==> config.mk <==
export PLATFORM = sky130hd
export DESIGN_NAME = positional_array_list
export DESIGN_NICKNAME = d
export VERILOG_FILES = /design/src/pal_pkg.sv /design/src/pal_ram.sv /design/src/pal_seq.sv /design/src/pal_dpath.sv /design/src/positional_array_list.sv
export SDC_FILE = /design/constraint.sdc
export NUM_CORES = 2
export LEC_CHECK = 0
export BUFFER_PORTS_ARGS = -buffer_cell sky130_fd_sc_hd__buf_2
export CAP_MARGIN = 30
export CORE_ASPECT_RATIO = 0.8
export CORE_MARGIN = 2
export CORE_UTILIZATION = 63
export DETAILED_ROUTE_END_ITERATION = 10
export HOLD_SLACK_MARGIN = 0.08
export PLACE_DENSITY = 0.83
export SYNTH_ARGS = -nofsm -noshare
export SYNTH_HDL_FRONTEND = slang
export SYNTH_HIERARCHICAL = 1
export SYNTH_SLANG_ARGS = --single-unit
==> constraint.sdc <==
create_clock -name aclk -period 5.75 [get_ports aclk]
set_input_delay 0.575 -clock aclk [delete_from_list [all_inputs] [get_ports aclk]]
set_output_delay 0.575 -clock aclk [all_outputs]
set_load 0.02 [all_outputs]
==> src/pal_pkg.sv <==
// Shared types, codes, widths and the microcode table of the positional array list.
package pal_pkg;

    localparam int OP_W         = 2;
    localparam int POS_W        = 6;
    localparam int VAL_W        = 32;
    localparam int ST_W         = 2;
    localparam int LEN_W        = 7;
    localparam int CAPACITY_DEF = 64;

    typedef enum logic [OP_W-1:0] {
        OP_APPEND = 2'd0,
        OP_INSERT = 2'd1,
        OP_ERASE  = 2'd2,
        OP_GET    = 2'd3
    } op_t;

    typedef enum logic [ST_W-1:0] {
        ST_OK    = 2'd0,
        ST_RANGE = 2'd1,
        ST_FULL  = 2'd2
    } status_t;

    // microprogram step addresses
    typedef enum logic [3:0] {
        U_IDLE      = 4'd0,
        U_APP       = 4'd1,
        U_INS_PRIME = 4'd2,
        U_INS_MOVE  = 4'd3,
        U_INS_PUT   = 4'd4,
        U_ERA_PRIME = 4'd5,
        U_ERA_MOVE  = 4'd6,
        U_ERA_FIN   = 4'd7,
        U_GET_RD    = 4'd8,
        U_GET_CAP   = 4'd9,
        U_RESP      = 4'd10
    } upc_t;

    typedef enum logic [1:0] {
        WA_INC   = 2'd0,   // ptr + 1
        WA_DEC   = 2'd1,   // ptr - 1
        WA_POS   = 2'd2,
        WA_COUNT = 2'd3
    } wa_sel_t;

    typedef enum logic {
        WD_VAL   = 1'b0,
        WD_RDATA = 1'b1
    } wd_sel_t;

    typedef enum logic [1:0] {
        RA_PTR = 2'd0,
        RA_DEC = 2'd1,
        RA_INC = 2'd2
    } ra_sel_t;

    typedef enum logic [1:0] {
        PTR_HOLD = 2'd0,
        PTR_DEC  = 2'd1,
        PTR_INC  = 2'd2
    } ptr_op_t;

    typedef enum logic [1:0] {
        CNT_HOLD = 2'd0,
        CNT_INC  = 2'd1,
        CNT_DEC  = 2'd2
    } cnt_op_t;

    typedef enum logic [2:0] {
        J_NEXT     = 3'd0,  // fall through
        J_GOTO     = 3'd1,  // unconditional
        J_BRANCH   = 3'd2,  // flag ? target : next
        J_LOOP     = 3'd3,  // flag ? target : stay
        J_DISPATCH = 3'd4   // decode incoming request
    } jmode_t;

    typedef enum logic [1:0] {
        F_PTR_EQ_POS     = 2'd0,
        F_PTR_EQ_CNT     = 2'd1,
        F_PTR_INC_EQ_CNT = 2'd2,
        F_OUT_FREE       = 2'd3
    } flag_t;

    typedef struct packed {
        logic    accept;
        logic    mem_we;
        wa_sel_t wa_sel;
        wd_sel_t wd_sel;
        logic    mem_re;
        ra_sel_t ra_sel;
        ptr_op_t ptr_op;
        cnt_op_t cnt_op;
        logic    capture;
        logic    out_load;
        jmode_t  jmode;
        flag_t   flag_sel;
        upc_t    target;
    } ctl_t;

    // datapath status seen by the sequencer
    typedef struct packed {
        logic ptr_eq_pos;
        logic ptr_eq_cnt;
        logic ptr_inc_eq_cnt;
        logic req_ok;
    } flags_t;

    typedef struct packed {
        logic signed [VAL_W-1:0] read_value;
        status_t                 status;
        logic [LEN_W-1:0]        length;
        logic                    empty_res;
    } res_t;

    // control store
    function automatic ctl_t ucode_rom(input upc_t upc);
        ctl_t c;
        c = '0;
        unique case (upc)
            U_IDLE: begin
                c.accept = 1'b1;
                c.jmode  = J_DISPATCH;
            end
            U_APP: begin
                c.mem_we = 1'b1;
                c.wa_sel = WA_COUNT;
                c.wd_sel = WD_VAL;
                c.cnt_op = CNT_INC;
                c.jmode  = J_GOTO;
                c.target = U_RESP;
            end
            U_INS_PRIME: begin
                c.mem_re = 1'b1;
                c.ra_sel = RA_PTR;
                c.jmode  = J_NEXT;
            end
            U_INS_MOVE: begin
                c.mem_we   = 1'b1;
                c.wa_sel   = WA_INC;
                c.wd_sel   = WD_RDATA;
                c.mem_re   = 1'b1;
                c.ra_sel   = RA_DEC;
                c.ptr_op   = PTR_DEC;
                c.jmode    = J_LOOP;
                c.flag_sel = F_PTR_EQ_POS;
                c.target   = U_INS_PUT;
            end
            U_INS_PUT: begin
                c.mem_we = 1'b1;
                c.wa_sel = WA_POS;
                c.wd_sel = WD_VAL;
                c.cnt_op = CNT_INC;
                c.jmode  = J_GOTO;
                c.target = U_RESP;
            end
            U_ERA_PRIME: begin
                c.mem_re   = 1'b1;
                c.ra_sel   = RA_PTR;
                c.jmode    = J_BRANCH;
                c.flag_sel = F_PTR_EQ_CNT;
                c.target   = U_ERA_FIN;
            end
            U_ERA_MOVE: begin
                c.mem_we   = 1'b1;
                c.wa_sel   = WA_DEC;
                c.wd_sel   = WD_RDATA;
                c.mem_re   = 1'b1;
                c.ra_sel   = RA_INC;
                c.ptr_op   = PTR_INC;
                c.jmode    = J_LOOP;
                c.flag_sel = F_PTR_INC_EQ_CNT;
                c.target   = U_ERA_FIN;
            end
            U_ERA_FIN: begin
                c.cnt_op = CNT_DEC;
                c.jmode  = J_GOTO;
                c.target = U_RESP;
            end
            U_GET_RD: begin
                c.mem_re = 1'b1;
                c.ra_sel = RA_PTR;
                c.jmode  = J_NEXT;
            end
            U_GET_CAP: begin
                c.capture = 1'b1;
                c.jmode   = J_GOTO;
                c.target  = U_RESP;
            end
            U_RESP: begin
                c.out_load = 1'b1;
                c.jmode    = J_LOOP;
                c.flag_sel = F_OUT_FREE;
                c.target   = U_IDLE;
            end
            default: begin
                c.jmode  = J_GOTO;
                c.target = U_IDLE;
            end
        endcase
        return c;
    endfunction

endpackage

==> src/pal_ram.sv <==
// Generic single-write, single-read RAM with registered read data.
module pal_ram #(
    parameter int WIDTH = 32,
    parameter int DEPTH = 64,
    localparam int AW   = $clog2(DEPTH)
) (
    input  logic             aclk,
    input  logic             we,
    input  logic [AW-1:0]    waddr,
    input  logic [WIDTH-1:0] wdata,
    input  logic             re,
    input  logic [AW-1:0]    raddr,
    output logic [WIDTH-1:0] rdata
);

    logic [WIDTH-1:0] mem [DEPTH];

    always_ff @(posedge aclk) begin
        if (we) begin
            mem[waddr] <= wdata;
        end
        if (re) begin
            rdata <= mem[raddr];
        end
    end

endmodule

==> src/pal_seq.sv <==
// Microcode sequencer: step counter, control store and jump logic.
module pal_seq (
    input  logic              aclk,
    input  logic              aresetn,
    input  logic              s_valid,
    input  logic [pal_pkg::OP_W-1:0] s_op,
    input  pal_pkg::flags_t   flags,
    input  logic              out_free,
    output pal_pkg::ctl_t     ctl
);
    import pal_pkg::*;

    upc_t upc_reg, upc_next;
    logic flag;

    assign ctl = ucode_rom(upc_reg);

    always_comb begin
        unique case (ctl.flag_sel)
            F_PTR_EQ_POS:     flag = flags.ptr_eq_pos;
            F_PTR_EQ_CNT:     flag = flags.ptr_eq_cnt;
            F_PTR_INC_EQ_CNT: flag = flags.ptr_inc_eq_cnt;
            F_OUT_FREE:       flag = out_free;
            default:          flag = 1'b0;
        endcase
    end

    always_comb begin
        upc_next = upc_reg;
        unique case (ctl.jmode)
            J_NEXT:   upc_next = upc_t'(upc_reg + 4'd1);
            J_GOTO:   upc_next = ctl.target;
            J_BRANCH: upc_next = flag ? ctl.target : upc_t'(upc_reg + 4'd1);
            J_LOOP:   upc_next = flag ? ctl.target : upc_reg;
            J_DISPATCH: begin
                if (s_valid) begin
                    if (!flags.req_ok) begin
                        upc_next = U_RESP;
                    end else begin
                        unique case (op_t'(s_op))
                            OP_APPEND: upc_next = U_APP;
                            OP_INSERT: upc_next = U_INS_PRIME;
                            OP_ERASE:  upc_next = U_ERA_PRIME;
                            OP_GET:    upc_next = U_GET_RD;
                            default:   upc_next = U_IDLE;
                        endcase
                    end
                end
            end
            default:  upc_next = U_IDLE;
        endcase
    end

    always_ff @(posedge aclk) begin
        if (!aresetn) begin
            upc_reg <= U_IDLE;
        end else begin
            upc_reg <= upc_next;
        end
    end

endmodule

==> src/pal_dpath.sv <==
// Datapath: request registers, walk pointer, entry count and the entry store.
module pal_dpath #(
    parameter int CAPACITY = pal_pkg::CAPACITY_DEF
) (
    input  logic                          aclk,
    input  logic                          aresetn,
    input  logic                          s_valid,
    input  logic [pal_pkg::OP_W-1:0]      s_op,
    input  logic [pal_pkg::POS_W-1:0]     s_position,
    input  logic signed [pal_pkg::VAL_W-1:0] s_value,
    input  pal_pkg::ctl_t                 ctl,
    output pal_pkg::flags_t               flags,
    output pal_pkg::res_t                 res
);
    import pal_pkg::*;

    localparam int CW    = $clog2(CAPACITY + 1);
    localparam int AW    = $clog2(CAPACITY);
    localparam int CMP_W = (CW > POS_W) ? CW : POS_W;

    logic [CW-1:0]           count_reg, count_next;
    logic [CW-1:0]           ptr_reg, ptr_next;
    logic [POS_W-1:0]        pos_reg;
    logic signed [VAL_W-1:0] val_reg;
    logic signed [VAL_W-1:0] rvalue_reg;
    status_t                 status_reg;

    logic                    acc;
    logic [CMP_W-1:0]        s_pos_ext;
    logic                    range_err;
    logic                    full;
    status_t                 req_status;
    logic [CW-1:0]           ptr_load;
    logic [CW-1:0]           ptr_dec;
    logic [CW-1:0]           ptr_inc;

    logic                    mem_we;
    logic [AW-1:0]           mem_waddr;
    logic [VAL_W-1:0]        mem_wdata;
    logic [AW-1:0]           mem_raddr;
    logic [VAL_W-1:0]        mem_rdata;

    assign acc       = ctl.accept & s_valid;
    assign s_pos_ext = CMP_W'(s_position);
    assign range_err = s_pos_ext >= CMP_W'(count_reg);
    assign full      = (count_reg == CW'(CAPACITY));
    assign ptr_dec   = ptr_reg - CW'(1);
    assign ptr_inc   = ptr_reg + CW'(1);

    // range check wins over full for insert
    always_comb begin
        unique case (op_t'(s_op))
            OP_APPEND: req_status = full ? ST_FULL : ST_OK;
            OP_INSERT: req_status = range_err ? ST_RANGE : (full ? ST_FULL : ST_OK);
            OP_ERASE:  req_status = range_err ? ST_RANGE : ST_OK;
            OP_GET:    req_status = range_err ? ST_RANGE : ST_OK;
            default:   req_status = ST_OK;
        endcase
    end

    // insert walks down from the tail, erase walks up from position + 1
    always_comb begin
        unique case (op_t'(s_op))
            OP_INSERT: ptr_load = count_reg - CW'(1);
            OP_ERASE:  ptr_load = CW'(s_pos_ext + CMP_W'(1));
            OP_GET:    ptr_load = CW'(s_pos_ext);
            default:   ptr_load = count_reg;
        endcase
    end

    always_comb begin
        ptr_next = ptr_reg;
        if (acc) begin
            ptr_next = ptr_load;
        end else begin
            unique case (ctl.ptr_op)
                PTR_HOLD: ptr_next = ptr_reg;
                PTR_DEC:  ptr_next = ptr_dec;
                PTR_INC:  ptr_next = ptr_inc;
                default:  ptr_next = ptr_reg;
            endcase
        end
    end

    always_comb begin
        unique case (ctl.cnt_op)
            CNT_HOLD: count_next = count_reg;
            CNT_INC:  count_next = count_reg + CW'(1);
            CNT_DEC:  count_next = count_reg - CW'(1);
            default:  count_next = count_reg;
        endcase
    end

    always_ff @(posedge aclk) begin
        if (!aresetn) begin
            count_reg <= '0;
        end else begin
            count_reg <= count_next;
        end
    end

    always_ff @(posedge aclk) begin
        ptr_reg <= ptr_next;
        if (acc) begin
            pos_reg    <= s_position;
            val_reg    <= s_value;
            status_reg <= req_status;
            rvalue_reg <= '0;
        end else if (ctl.capture) begin
            rvalue_reg <= mem_rdata;
        end
    end

    always_comb begin
        unique case (ctl.wa_sel)
            WA_INC:   mem_waddr = ptr_inc[AW-1:0];
            WA_DEC:   mem_waddr = ptr_dec[AW-1:0];
            WA_POS:   mem_waddr = AW'(pos_reg);
            WA_COUNT: mem_waddr = count_reg[AW-1:0];
            default:  mem_waddr = count_reg[AW-1:0];
        endcase
    end

    always_comb begin
        unique case (ctl.ra_sel)
            RA_PTR:  mem_raddr = ptr_reg[AW-1:0];
            RA_DEC:  mem_raddr = ptr_dec[AW-1:0];
            RA_INC:  mem_raddr = ptr_inc[AW-1:0];
            default: mem_raddr = ptr_reg[AW-1:0];
        endcase
    end

    assign mem_we    = ctl.mem_we;
    assign mem_wdata = (ctl.wd_sel == WD_RDATA) ? mem_rdata : val_reg;

    pal_ram #(
        .WIDTH (VAL_W),
        .DEPTH (CAPACITY)
    ) u_store (
        .aclk  (aclk),
        .we    (mem_we),
        .waddr (mem_waddr),
        .wdata (mem_wdata),
        .re    (ctl.mem_re),
        .raddr (mem_raddr),
        .rdata (mem_rdata)
    );

    assign flags.ptr_eq_pos     = (CMP_W'(ptr_reg) == CMP_W'(pos_reg));
    assign flags.ptr_eq_cnt     = (ptr_reg == count_reg);
    assign flags.ptr_inc_eq_cnt = (ptr_inc == count_reg);
    assign flags.req_ok         = (req_status == ST_OK);

    assign res.read_value = rvalue_reg;
    assign res.status     = status_reg;
    assign res.length     = LEN_W'(count_reg);
    assign res.empty_res  = (count_reg == '0);

endmodule

==> src/positional_array_list.sv <==
// Top level of the positional array list: sequencer, datapath and result register.
//
// Ordered list of signed 32-bit entries held in a store of CAPACITY words.
// Each request carries an op (append, insert, erase, get), a position and a
// value, and produces exactly one result with the value read (zero unless a
// get succeeds), a status (ok, index out of range, store full), the length
// after the request and an empty flag. An insert or erase position must be
// below the current length; a bad position is checked before a full store.
// Requests are handled one at a time by a small microprogram that steps the
// store's single read and single write port. An insert moves the entries
// from the tail down to its position up by one and then writes the value;
// an erase moves the entries above its position down by one. This shift
// walk moves one entry per cycle, so an insert or erase near the head of a
// long list takes longest. The result sits in an output register, so a
// new request is taken while the previous result still waits on m_ready; a
// request whose result finds that register still occupied holds in its last
// step until m_ready frees it.
// No clearing pass is needed after reset: only entries below the length are
// ever used, and those were written first.
module positional_array_list #(
    parameter int CAPACITY = pal_pkg::CAPACITY_DEF
) (
    input  logic                              aclk,
    input  logic                              aresetn,
    // request channel
    input  logic                              s_valid,
    output logic                              s_ready,
    input  logic [pal_pkg::OP_W-1:0]          s_op,
    input  logic [pal_pkg::POS_W-1:0]         s_position,
    input  logic signed [pal_pkg::VAL_W-1:0]  s_value,
    // result channel
    output logic                              m_valid,
    input  logic                              m_ready,
    output logic signed [pal_pkg::VAL_W-1:0]  m_read_value,
    output logic [pal_pkg::ST_W-1:0]          m_status,
    output logic [pal_pkg::LEN_W-1:0]         m_length,
    output logic                              m_empty_res
);
    import pal_pkg::*;

    ctl_t   ctl;
    flags_t flags;
    res_t   res;

    logic   m_valid_reg, m_valid_next;
    res_t   m_res_reg;
    logic   out_free;
    logic   out_load;

    // result slot can take a new result when empty or being drained
    assign out_free = !m_valid_reg || m_ready;
    assign out_load = ctl.out_load && out_free;

    // requests are taken only at the idle step of the microprogram
    assign s_ready = ctl.accept;

    pal_seq u_seq (
        .aclk     (aclk),
        .aresetn  (aresetn),
        .s_valid  (s_valid),
        .s_op     (s_op),
        .flags    (flags),
        .out_free (out_free),
        .ctl      (ctl)
    );

    pal_dpath #(
        .CAPACITY (CAPACITY)
    ) u_dpath (
        .aclk       (aclk),
        .aresetn    (aresetn),
        .s_valid    (s_valid),
        .s_op       (s_op),
        .s_position (s_position),
        .s_value    (s_value),
        .ctl        (ctl),
        .flags      (flags),
        .res        (res)
    );

    always_comb begin
        m_valid_next = m_valid_reg;
        if (out_load) begin
            m_valid_next = 1'b1;
        end else if (m_ready) begin
            m_valid_next = 1'b0;
        end
    end

    always_ff @(posedge aclk) begin
        if (!aresetn) begin
            m_valid_reg <= 1'b0;
        end else begin
            m_valid_reg <= m_valid_next;
        end
    end

    always_ff @(posedge aclk) begin
        if (out_load) begin
            m_res_reg <= res;
        end
    end

    assign m_valid      = m_valid_reg;
    assign m_read_value = m_res_reg.read_value;
    assign m_status     = m_res_reg.status;
    assign m_length     = m_res_reg.length;
    assign m_empty_res  = m_res_reg.empty_res;

`ifndef NO_ASSERTIONS
    // one request in flight: ready drops right after a request is taken
    property p_one_in_flight;
        @(posedge aclk) disable iff (!aresetn)
        (s_valid && s_ready) |=> !s_ready;
    endproperty
    a_one_in_flight: assert property (p_one_in_flight)
        else $error("request taken while another is in progress");

    // only a successful get returns data
    property p_read_zero;
        @(posedge aclk) disable iff (!aresetn)
        (m_valid && (m_status != ST_OK)) |-> (m_read_value == '0);
    endproperty
    a_read_zero: assert property (p_read_zero)
        else $error("nonzero read value on a failed request");

    // a full refusal reports the store at capacity
    property p_full_len;
        @(posedge aclk) disable iff (!aresetn)
        (m_valid && (m_status == ST_FULL)) |-> (m_length == LEN_W'(CAPACITY));
    endproperty
    a_full_len: assert property (p_full_len)
        else $error("full status with length below capacity");

    // results never carry an undefined status code
    property p_status_code;
        @(posedge aclk) disable iff (!aresetn)
        m_valid |-> ((m_status == ST_OK) || (m_status == ST_RANGE) ||
                     (m_status == ST_FULL));
    endproperty
    a_status_code: assert property (p_status_code)
        else $error("undefined status code on result");
`endif

endmodule
; Word level (Yosys, flattened, before mapping)
; Memory sizes are Yosys's and may differ from the RTL's. A register that Yosys moved wholly into a read port is not among the register bits.
; Cells that the tools add are included.
[word_totals]
ff_bits = 133
latchBits = 0
mem_bits_rw = 2048
mem_bits_ro = 0
inputBits = 44
word_cells = 109
memories = 1
[op_classes]
n_addsub = 6
n_mul = 0
div_mod_pow = 0
order_cmp = 1
n_eq_ne = 35
n_shift = 0
n_mux = 32
n_bitwise = 1
reduce_logical = 21
[memory_table]
columns = name, words, width, read_ports, rd_ports_with_merged_regs, write_ports, line
row1 = u_dpath.u_store.mem, 64, 32, 1, 1, 1, pal_ram.sv:16  ; logic [WIDTH-1:0] mem [DEPTH];
[ops]
columns = cell, count
row1 = two-way mux 32 bit, 1
row2 = one-hot mux 4 bit (4 select lines), 2
row3 = one-hot mux 7 bit (2 select lines), 2
row4 = one-hot mux 6 bit (4 select lines), 1
row5 = one-hot mux 7 bit (3 select lines), 1
row6 = one-hot mux 4 bit (5 select lines), 1
row7 = == test 2 bit (second input constant), 9
row8 = == test 4 x 3 -> 1 bit (second input constant), 4
row9 = two-way mux 4 bit, 4
row10 = adder 7 x 1 -> 7 bit (second input constant), 2
row11 = == test 7 bit, 2
row12 = subtractor 7 x 1 -> 7 bit (second input constant), 2
row13 = == test 2 x 1 -> 1 bit (second input constant), 6
row14 = == test 4 bit (second input constant), 3
row15 = one-hot mux 2 bit (3 select lines), 2
row16 = one-hot mux 3 bit (4 select lines), 1
row17 = one-hot mux 4 bit (3 select lines), 1
row18 = one-hot mux 6 bit (2 select lines), 1
row19 = one-hot mux 3 bit (3 select lines), 1
row20 = == test 4 x 2 -> 1 bit (second input constant), 2
row21 = zero test 2 bit, 4
row22 = two-way mux 1 bit, 8
row23 = one-hot mux 2 bit (2 select lines), 2
row24 = OR reduction 2 bit, 4
row25 = 26 further kinds, 30

; Logic depth before layout (Yosys ltp)
[depth]
word_depth = 8
depth_mapped = 19

; Cells and area by module
; Netlist, hierarchy kept.
[modules_own_cells]
columns = mod, instances, cells_per_inst, area_each_um2, seq_area_each_um2
row1 = pal_ram, 1, 3324, 78835.6, 62459.9
row2 = pal_dpath, 1, 455, 4835.9, 2192.1
row3 = positional_array_list, 1, 47, 1318.8, 1281.2
row4 = pal_seq, 1, 106, 739.5, 80.1

; Worst setup path before layout
; No wires, ideal clock.
[synth_path]
path_type = register to register
from = register u_seq.upc_reg[0]
to = memory u_dpath.u_store.mem[49][0] (enable)
setup_ps = 461
arrival_ps = 4578
slack_ps = 711
path_stages_with_launch = 11
n_path_buf = 2
cell_sequence = dfxtp_1 > ha_1 > buf_6 > or2b_1 > a21oi_1 > inv_2 > mux4_2 > clkbuf_1 > nor2b_1 > nand4_1 > nor3_1
[synth_lines]
columns = item, line
row1 = from (decl), pal_seq.sv:13  ; upc_t upc_reg, upc_next;
row2 = from (signal assigned), pal_seq.sv:58  ; upc_reg <= upc_next;
row3 = to (decl), pal_ram.sv:16

==> run_results.csv <==
group,metric,value,unit
die,start_util,63.2,%
synthesis,syn_nets,3985,
critical_path,critPathLaunchType,"register",
layout,top_register,"u_dpath/u_store/mem",
outcome,status,"finished clean",
global_route,grt_pass1_vias,45400,
detailed_routing,drt_iter0_drc,9338,
critical_path,critPathCapture,"u_dpath/u_store/rdata[26]",
detailed_routing,vias,45900,
detailed_routing,wl,245000,um
critical_path,crit_type,"register to register",
synthesis,yosysWarningCount,6,
die,dieHeight,334,um
cts,post_cts_buffers,0,
die,die_w,416,um
sta,tightest_slew,1.13,ns
synthesis,synth.cell_area,0.0857,mm2
die,std_cell_rows,121,
die,ios,88,
cts,cts_buffer_depth,3,
critical_path,ff2ff_path_depth,14,
critical_path,reg2reg_slack,0.17,ns
die,core,0.135,mm2
global_route,grt_overflow_total,0,
detailed_routing,via_per_inst,7.42,
layout,largest_reg_flops,2048,
cts,path_clk_slew,0.07,ns
sta,rsz0062_at_grt,"no",
run,drv_cap,0,
sta,finalCriticalPeriod,5.58,ns
synthesis,syn_inst,3923,
global_route,grt_pass1_wl,344000,um
place,globalplace.congestion,0.899,
critical_path,required,6.34,ns
detailed_routing,firstDrtPassIters,7,
layout,area_growth,12.6,%
layout,final_core_util,71.2,%
critical_path,arrival,6.18,ns
cts,clockRootBuffer,"clkbuf_16",
layout,drive_gt1_share,28.4,%
cts,cts_max_level,4,
critical_path,r2r_end,"u_dpath/u_store/rdata[26]",
sta,hold_viol,0,
detailed_routing,ant_nets,0,
sta,setup_violations,0,
place,portBuffers,87,
layout,nets,4297,
detailed_routing,wire_per_inst,39.6,um
critical_path,end_kind,"register",
global_route,grt_util_all_layers,35.7,%
synthesis,syn_avg_cell_area,21.8,um2
sta,clock.fmax,179,MHz
sta,slew_headroom,23.7,%
critical_path,path_max_fanout,88,
layout,num-fill-cells,7092,
sta,final-max-slew-violation-count,0,
critical_path,crit_start,"u_seq/upc_reg[0]",
sta,period_share,97.1,%
sta,clock_skew,0.0465,ns
worst_hold_path,min_path_type,"primary input to register",
global_route,grt_start_max_net_pins,89,
global_route,antenna_found_initial,15,
detailed_routing,drc,0,
power_and_ir_drop,p_per_area,549,mW/mm2
cts,tritoncts,"built",
power_and_ir_drop,p_leak,0.0305,uW
cts,numCtsBuffers,198,
critical_path,reg2reg_from,"u_seq/upc_reg[0]",
cts,clk_latency,0.87,ns
power_and_ir_drop,total_power,53000,uW
cts,cts.sinks,2213,
sta,tns,0,ns
die,dieArea,0.139,mm2
place,dp_hpwl,132000,um
power_and_ir_drop,ir_drop,0.000479,V
## worst max-delay path: stages, from the launching register on
cell and delay (ns):
dfxtp_1 0.45, ha_1 0.42, nor3b_1 0.39, inv_1 0.09
ha_2 0.49, nor2_1 0.12, mux2_2 0.31, a222oi_1 0.64
inv_8 0.25, buf_12 0.30, mux4_2 0.47, o221ai_1 0.26
a21oi_1 0.20, a21oi_1 0.59, nor2_1 0.07
## stage by stage
| step | instance area [um2] | hold slack (ns) | std cells | worst slack (ns) |
|---|---|---|---|---|
| 2_1_floorplan | 85700 | 0.400 | 3923 | 0.716 |
| 3_3_place_gp | 89700 | 0.407 | 5770 | 0.205 |
| 3_5_place_dp | 89800 | 0.414 | 5777 | 0.280 |
| 4_1_cts | 96400 | 0.103 | 6176 | 0.186 |
| 5_1_grt | 96500 | 0.147 | 6179 | 0.0227 |
| 6_report | 96500 | 0.163 | 6188 | 0.166 |
## what timing repair did
item / in CTS / in global routing
endpoints found under the setup margin: 0 / 9
gates resized for setup: 0 / 4
endpoints found under the hold margin: 39 / 0
hold buffers: 39 / 0
## cell type report
type,instances,area (um2),share of cell area (%)
Antenna cell,10,25.0,0.0259
Clock buffer,262,5410,5.61
Clock inverter,98,798,0.827
Inverter,31,125,0.130
Multi-Input combinational cell,1453,19000,19.7
Sequential cell,2213,66000,68.4
Tap cell,1783,2230,2.31
Timing Repair Buffer,338,2910,3.02
## layout by cell type (no fill, tap or decap), types with 9 or more instances in the layout
master	count
a21oi_1	86
nand2b_1	12
clkbuf_1	49
xnor2_1	28
o21ai_0	17
nor2_4	62
nor3_1	15
and2_1	11
edfxtp_1	2169
bufinv_16	11
buf_12	37
mux4_2	548
nor2b_1	24
o221ai_1	30
nand3_1	19
clkinv_1	40
mux2_2	36
mux2i_1	131
dlygate4sd3_1	39
clkbuf_8	9
a22oi_1	14
clkinv_2	36
inv_1	28
xor2_1	18
nand2_1	47
dfxtp_1	44
buf_2	88
diode_2	10
buf_4	171
nor2_1	127
clkbuf_16	204
o22ai_1	88
ha_1	17
## routing by layer
metal	up-vias	track usage, %	wire length, um
met4	22	15.3	13800
met2	4707	54.4	113000
met3	915	12.8	41000
met5	-	0.796	326
li1	17000	-	-
met1	23200	47.2	77700
## power breakdown
part	total, uW	internal [uW]	switching, uW	leakage (uW)
sequential	21000	20300	753	0.0199
clock	13000	7100	5910	0.00305
combinational	19000	6620	12300	0.00753
total	53000	34000	19000	0.0305
## worst min path at each step
stage / startpoint / endpoint / slack (ns) / depth (start not counted)
global route: aresetn / u_dpath/count_reg[2] / 0.15 / 2
detailed placement: u_dpath/rvalue_reg[8] / m_read_value[8] / 0.41 / 0
global placement: u_dpath/status_reg[1] / m_status[1] / 0.41 / 0
CTS: aresetn / u_dpath/count_reg[3] / 0.10 / 2
finish: aresetn / u_dpath/count_reg[3] / 0.16 / 2
floorplan: u_dpath/status_reg[0] / m_status[0] / 0.40 / 0
Power figures use the tool's default switching activity.
